--- config.mk ---
export PLATFORM = sky130hd
export DESIGN_NAME = tfbc_cell
export DESIGN_NICKNAME = d
export VERILOG_FILES = /design/src/rtl/tfbc_pkg.sv /design/src/rtl/tfbc_cell.sv
export SDC_FILE = /design/constraint.sdc
export NUM_CORES = 1
export LEC_CHECK = 0
export BUFFER_PORTS_ARGS = -buffer_cell sky130_fd_sc_hd__buf_2
export CELL_PAD_IN_SITES_DETAIL_PLACEMENT = 0
export CELL_PAD_IN_SITES_GLOBAL_PLACEMENT = 1
export CORE_UTILIZATION = 36
export CTS_CLUSTER_DIAMETER = 150
export DETAILED_ROUTE_END_ITERATION = 8
export PLACE_DENSITY_LB_ADDON = 0.1
export RECOVER_POWER = 25
export SYNTH_ARGS = -nofsm -noshare
export SYNTH_HDL_FRONTEND = slang
export SYNTH_SLANG_ARGS = --single-unit
export TNS_END_PERCENT = 30
--- constraint.sdc ---
create_clock -name clk_i -period 0.8 [get_ports clk_i]
set_input_delay 0.08 -clock clk_i [delete_from_list [all_inputs] [get_ports clk_i]]
set_output_delay 0.08 -clock clk_i [all_outputs]
set_load 0.01 [all_outputs]
--- src/rtl/tfbc_pkg.sv ---
`timescale 1ns / 1ps
package tfbc_pkg;

  localparam int TIME_W  = 32;
  localparam int COLOR_W = 24;
  localparam int CHAN_W  = 8;
  localparam int REM_W   = 32;

  localparam logic [0:0] REG_FADE  = 1'b0;
  localparam logic [0:0] REG_BLINK = 1'b1;

  localparam longint unsigned HALF_PI_Q30 = 64'd1686629713;

  // Control bits that travel with one transaction along the divider chain.
  typedef struct packed {
    logic valid;
    logic blink_pass;
  } cell_ctrl_t;

  // Quarter-wave sine entry in unsigned Q1.P, evaluated at elaboration only.
  function automatic longint unsigned quarter_sine(input int unsigned k,
                                                   input int a_bits,
                                                   input int p_bits);
    longint unsigned q;
    longint unsigned kk;
    longint unsigned x;
    longint unsigned term;
    longint unsigned sum;
    longint unsigned fact;
    longint unsigned quo;
    longint unsigned rem;
    q = 64'd1 << (a_bits - 2);
    kk = (longint'(k) > q) ? q : longint'(k);
    x = (HALF_PI_Q30 * kk) >> (a_bits - 2);
    term = x;
    sum = x;
    for (int n = 1; n <= 11; n += 2) begin
      term = (((term * x) >> 30) * x) >> 30;
      fact = longint'((n + 1) * (n + 2));
      // Shift-and-subtract division of the term by the small factorial step.
      quo = 64'd0;
      rem = 64'd0;
      for (int b = 63; b >= 0; b--) begin
        rem = {rem[62:0], term[b]};
        if (rem >= fact) begin
          rem = rem - fact;
          quo[b] = 1'b1;
        end
      end
      term = quo;
      if ((((n + 1) >> 1) & 1) == 1) begin
        sum = (sum >= term) ? sum - term : 64'd0;
      end else begin
        sum = sum + term;
      end
    end
    if (sum > (64'd1 << 30)) begin
      sum = 64'd1 << 30;
    end
    sum = (sum + (64'd1 << (29 - p_bits))) >> (30 - p_bits);
    if (sum > (64'd1 << p_bits)) begin
      sum = 64'd1 << p_bits;
    end
    return sum;
  endfunction

endpackage

--- src/rtl/tfbc_cell.sv ---
`timescale 1ns / 1ps
module tfbc_cell
  import tfbc_pkg::*;
#(
  parameter int NB = 42,
  parameter int QB = 10
) (
  input  logic              clk_i,
  input  logic              rst_ni,
  input  logic              en_i,
  input  logic [REM_W-1:0]  div_i,
  input  cell_ctrl_t        ctrl_i,
  input  logic [REM_W-1:0]  rem_i,
  input  logic [NB-1:0]     bits_i,
  input  logic [QB-1:0]     quo_i,
  input  logic [COLOR_W-1:0] color_i,
  output cell_ctrl_t        ctrl_o,
  output logic [REM_W-1:0]  rem_o,
  output logic [NB-1:0]     bits_o,
  output logic [QB-1:0]     quo_o,
  output logic [COLOR_W-1:0] color_o
);

  cell_ctrl_t ctrl_q;
  logic [REM_W-1:0] rem_q, rem_d;
  logic [NB-1:0] bits_q;
  logic [QB-1:0] quo_q;
  logic [COLOR_W-1:0] color_q;
  logic [REM_W:0] rem_sh, rem_sub;
  logic ge;

  // One restoring division step: bring down a dividend bit, subtract if it fits.
  always_comb begin
    rem_sh  = {rem_i, bits_i[NB-1]};
    rem_sub = rem_sh - {1'b0, div_i};
    ge      = (rem_sh >= {1'b0, div_i});
    rem_d   = ge ? rem_sub[REM_W-1:0] : rem_sh[REM_W-1:0];
  end

  always_ff @(posedge clk_i or negedge rst_ni) begin
    if (!rst_ni) begin
      ctrl_q <= '0;
    end else if (en_i) begin
      ctrl_q <= ctrl_i;
    end
  end

  always_ff @(posedge clk_i) begin
    if (en_i) begin
      rem_q   <= rem_d;
      bits_q  <= {bits_i[NB-2:0], 1'b0};
      quo_q   <= {quo_i[QB-2:0], ge};
      color_q <= color_i;
    end
  end

  assign ctrl_o  = ctrl_q;
  assign rem_o   = rem_q;
  assign bits_o  = bits_q;
  assign quo_o   = quo_q;
  assign color_o = color_q;

`ifndef ASSERT_OFF
  a_rem_below_div: assert property (@(posedge clk_i) disable iff (!rst_ni)
    ctrl_q.valid && (div_i != '0) |-> rem_q < div_i)
    else $error("remainder not below divisor");
`endif

endmodule

==> Word-level counts from Yosys, hierarchy flattened <==
Index checks and enable logic that the tools add are counted.
{ "classes": {"addsub": 1, "n_lt_le_gt_ge": 1, "n_mux": 1} }
{ "ops": {"columns": ["operator", "count"], "rows": [
  ["33-bit by 32-bit >= comparator with 1-bit output", 1],
  ["32-bit 2-to-1 mux", 1],
  ["32-bit subtractor", 1]
]} }
{ "totals": {"regBits": 109, "in_bits": 145, "output_inout_bits": 110, "elab_cells": 9} }

==> Depth between registers and ports, before layout <==
{ "logic_depth": {"word_depth": 2, "depth_mapped": 13, "depth_no_buf": 12} }

==> Worst setup path before layout <==
Ideal clock, no wire load.
{ "synth_path": {"path_kind": "input port to flip-flop", "start": "input port div_i[7]", "end": "register rem_q[13] (netlist: rem_o[13]) (data pin)", "setup_ps": 262, "arrival_ps": 2594, "required_ps": 538, "slack_ps": -2056, "stages": 12, "n_path_buf": 2, "cell_sequence": "inv_1 -> ha_1 -> buf_2 -> nand4_1 -> or4_1 -> a21oi_1 -> nor3_1 -> a211oi_2 -> o21ai_2 -> o31ai_4 -> buf_4 -> mux2_1"} }
{ "synth_between": {"elab_chain_cells": 2, "elab_cells_between_ends": 3, "classes_between": "add/sub (1); order compare (1); mux (1)"} }
{ "synth_lines": {"columns": ["element", "line", "text"], "rows": [
  ["start: declaration", "tfbc_cell.sv:11", "input logic [REM_W-1:0] div_i,"],
  ["32-bit subtractor / 33-bit by 32-bit >= comparator with 1-bit output (equally long branches)", "tfbc_cell.sv:35, tfbc_cell.sv:36", null],
  ["32-bit 2-to-1 mux (*)", "tfbc_cell.sv:37", "rem_d = ge ? rem_sub[REM_W-1:0] : rem_sh[REM_W-1:0];"],
  ["net rem_d[13]", "tfbc_cell.sv:25", "logic [REM_W-1:0] rem_q, rem_d;"],
  ["end signal: assignment", "tfbc_cell.sv:50", "rem_q <= rem_d;"],
  ["end: declaration", "tfbc_cell.sv:25", null]
]} }
Mark *: on every way through the listed nets, which the timed path passes. The rest lies on a longest branch.
A chain may end at the register's enable or synchronous reset.

==> Worst setup path after layout <==
{ "layout_path": {"start": "input port rem_i[5]", "end": "register rem_q[13] (netlist: rem_o[13]) (data pin)"} }
{ "layout_between": {"elab_chain_cells": 2, "elab_cells_between_ends": 3, "classes_between": "add/sub (1); order compare (1); mux (1)"} }
{ "layout_lines": {"columns": ["element", "line", "text"], "rows": [
  ["start: declaration", "tfbc_cell.sv:13", "input logic [REM_W-1:0] rem_i,"],
  ["32-bit subtractor / 33-bit by 32-bit >= comparator with 1-bit output (equally long branches)", "tfbc_cell.sv:35, tfbc_cell.sv:36", null],
  ["32-bit 2-to-1 mux (*)", "tfbc_cell.sv:37", null],
  ["net rem_d[13]", "tfbc_cell.sv:25", null]
]} }
Marks and branches as above.

==> impl_metrics.env <==
export IMPL_slew_viol_final=0
export IMPL_nNetsFinal=1073
export IMPL_ir_drop_mv=0.9766
export IMPL_syn_inst=458
export IMPL_synthToLayoutAreaGrowth_pct=70.76
export IMPL_synthesis_area_mm2=0.005507
export IMPL_rsz0062_at_grt="true"
export IMPL_vias=5197
export IMPL_power_share_sequential_pct=43.2
export IMPL_syn_nets=636
export IMPL_worst_setup_path_start_kind="primary input"
export IMPL_synth_cell_type_count=50
export IMPL_overflow=0
export IMPL_htreeDepth=3
export IMPL_fin_skew_ns=0
export IMPL_p_leak_nw=4.267
export IMPL_instances_no_fill=1084
export IMPL_synth_area_leaders="edfxtp_1 58%, ha_1 7.3%, a21oi_1 5.1%, inv_1 2.6%, nor2_1 2.4%"
export IMPL_drt_initial_drc_count=299
export IMPL_ys_ff_latch=109
export IMPL_core_mm2=0.01475
export IMPL_clockRootBuffer="clkbuf_16"
export IMPL_finalCritPeriodShare_pct=309.0
export IMPL_clk_pin_slew_ns=0.08
export IMPL_io_buffer_count=252
export IMPL_globalRouteTotalUtil_pct=22.96
export IMPL_p_switching_w=0.004775
export IMPL_die_area_mm2=0.01579
export IMPL_ant_nets=0
export IMPL_fin_ws_ns=-1.672
export IMPL_synth_top_area_share_pct=58.35
export IMPL_end_kind="flop"
export IMPL_drv_cap=0
export IMPL_syn_area_per_cell_um2=12.02
export IMPL_grt_pass1_wl_um=27910
export IMPL_grt_max_degree=42
export IMPL_dp_cells=977
export IMPL_synth_edf_count=107
export IMPL_gp_congestion=0.8528
export IMPL_multi_input_area_mm2=0.002345
export IMPL_antenna_found_initial=0
export IMPL_die_w_um=125.7
export IMPL_yosysSeqAreaShare_pct=59.26
export IMPL_drive_gt1_share_pct=51.33
export IMPL_clock_latency_ns=0.35
export IMPL_initial_core_util_pct=37.32
export IMPL_rows=44
export IMPL_p_clk_share_pct=26.7
export IMPL_grt_pass1_vias=5379
export IMPL_relSlewSlack_pct=54.32
export IMPL_power_density_mw_per_mm2=1760
export IMPL_status="finished, violations left"
export IMPL_ff_latch_area_mm2=0.003263
export IMPL_wl_um=18200
export IMPL_worst_pin_slew_ns=0.6852
export IMPL_hold_class="primary input to asynchronous set/reset pin"
export IMPL_required_ns=0.91
export IMPL_fillers=1189
export IMPL_cts_inserted_buffers=9
export IMPL_synth_top_area_cell="edfxtp_1"
export IMPL_die_h_um=125.7
export IMPL_antenna_cells=0
export IMPL_dp_slack_ns=-2.143
export IMPL_violations="DRC, setup timing"
export IMPL_path_max_fanout=3
export IMPL_cp_data_arrival_time_ns=2.58
export IMPL_via_per_inst=4.794
export IMPL_power_frac_comb_pct=30.2
export IMPL_yosysWarnings=0
export IMPL_synthFlopType="edfxtp_1"
export IMPL_hold_viol=0
export IMPL_ctsLongestPathBuffers=2
export IMPL_synth_common_cells="107 x edfxtp_1, 56 x a21oi_1, 38 x inv_1, 35 x nor2_1, 32 x ha_1"
export IMPL_setup_violations_final=248
export IMPL_yosysMostFrequentCell="edfxtp_1"
export IMPL_drc=23
export IMPL_place_hpwl_um=13000
export IMPL_async_flop_share_pct=1.835
export IMPL_period_needed_ns=2.472
export IMPL_power_internal_w=0.01177
export IMPL_holdWs_ns=0.03574
export IMPL_wl_per_cell_um=16.79
export IMPL_max_clock_freq_mhz=404.5
export IMPL_cts_tree="yes"
export IMPL_critPathKind="primary input to flop"
export IMPL_p_sw_share_pct=28.86
export IMPL_firstDrtPassIters=8
export IMPL_clock_sinks=109
export IMPL_ioPinCount=255
-- sequential cells by signal (all words and copies together) (netlist names) --
register / count
quo_o: 10
color_o: 24
ctrl_o: 2
rem_o: 32
bits_o: 41
-- placed cells by master (no fill, tap or decap), types with 4 or more instances in the layout --
| cell | count |
|---|---|
| buf_12 | 5 |
| nand3_1 | 8 |
| buf_2 | 236 |
| dlygate4sd3_1 | 77 |
| buf_6 | 27 |
| xor2_1 | 12 |
| ha_1 | 23 |
| mux2_4 | 10 |
| xnor2_1 | 14 |
| inv_1 | 30 |
| edfxtp_1 | 107 |
| a21o_1 | 12 |
| a21oi_2 | 20 |
| nand4_1 | 8 |
| clkbuf_16 | 9 |
| o211ai_1 | 4 |
| o21ai_0 | 11 |
| nand2_1 | 25 |
| nor2_1 | 22 |
| buf_4 | 96 |
| o21a_1 | 6 |
| ha_4 | 8 |
| a21oi_1 | 36 |
| nor2_2 | 13 |
| o21ai_1 | 6 |
| inv_2 | 6 |
-- cell type report --
cell class	instances	area share, %
Sequential cell	109	34.70
Tap cell	184	2.448
Clock buffer	10	2.435
Clock inverter	6	0.5988
Timing Repair Buffer	445	33.25
Multi-Input combinational cell	292	24.94
Inverter	38	1.623
-- through the flow --
stage / power (W) / TNS (ns) / util (%) / cell area (um2)
after CTS: 0.01644 / -69.15 / 62.58 / 9234
after floorplan: 0.009330 / -60.89 / - / 5672
after global routing: 0.01731 / -82.73 / 63.73 / 9403
after global placement: 0.01131 / -67.53 / 53.10 / 7835
after detailed placement: 0.01135 / -69.73 / 53.10 / 7835
final: 0.01655 / -73.88 / 63.73 / 9403
-- layer usage --
metal  vias to the layer above  part of all wire [%]  wire, um  global-route usage [%]
met5                         -                     0         0                       0
met4                         0                   2.0       358                   7.317
met3                        22                   5.6      1019                   4.036
met2                       171                    52      9380                   42.35
met1                      2446                    41      7439                   26.94
li1                       2558                     -         -                       -
-- cell families after synthesis --
group	Yosys count	share of synthesized area (%)
buf+inv	57	4.363
other cells	1	0.06810
simple gates	99	8.453
mux	13	2.636
compound gates	119	13.29
flops	109	59.26
xor+xnor	27	4.295
fa+ha+maj	33	7.635
-- final timing paths --
| path | start | slack (ns) | to | depth (start not counted) |
|---|---|---|---|---|
| max in group asynchronous | rst_ni | 0.63 | ctrl_o[0]$_DFFE_PN0P_ | 2 |
| worst min register to register | ctrl_o[1]$_DFFE_PN0P_ | 0.52 | ctrl_o[1]$_DFFE_PN0P_ | 1 |
| worst max-delay path | rem_i[5] | -1.67 | rem_o[13]$_DFFE_PP_ | 12 |
| worst min-delay path | rst_ni | 0.04 | ctrl_o[1]$_DFFE_PN0P_ | 2 |
| worst max register to register | ctrl_o[0]$_DFFE_PN0P_ | 0.05 | ctrl_o[0]$_DFFE_PN0P_ | 1 |
| min in group clk_i | rem_i[6] | 0.04 | rem_o[7]$_DFFE_PP_ | 2 |
-- power by group through the flow --
stage / Clock, W / Sequential [W] / Combinational [W]
finish: 0.00441 / 0.00714 / 0.00499
global placement: 0 / 0.00723 / 0.00408
CTS: 0.00451 / 0.00713 / 0.00480
global route: 0.00473 / 0.00719 / 0.00539
floorplan: 0 / 0.00760 / 0.00173
detailed placement: 0 / 0.00725 / 0.00410
-- timing repair --
item                                    4_1_cts  5_1_grt
pin swaps                                    12       19
hold endpoints to repair                     78        0
gates cloned                                  3        0
gates resized for setup                      45       58
endpoints found under the setup margin      142      142
hold buffers                                 77        0
setup buffers                                11        3
-- worst max-delay path: stages --
cell      delay, ns
buf_2          0.12
ha_4           0.26
nand4_1        0.12
or4_4          0.55
a21oi_2        0.13
nor3_2         0.07
a211oi_2       0.29
o21ai_2        0.11
o31ai_4        0.27
buf_6          0.16
buf_6          0.11
mux2_4         0.30
Note: power is estimated with default switching activity, not from simulation.
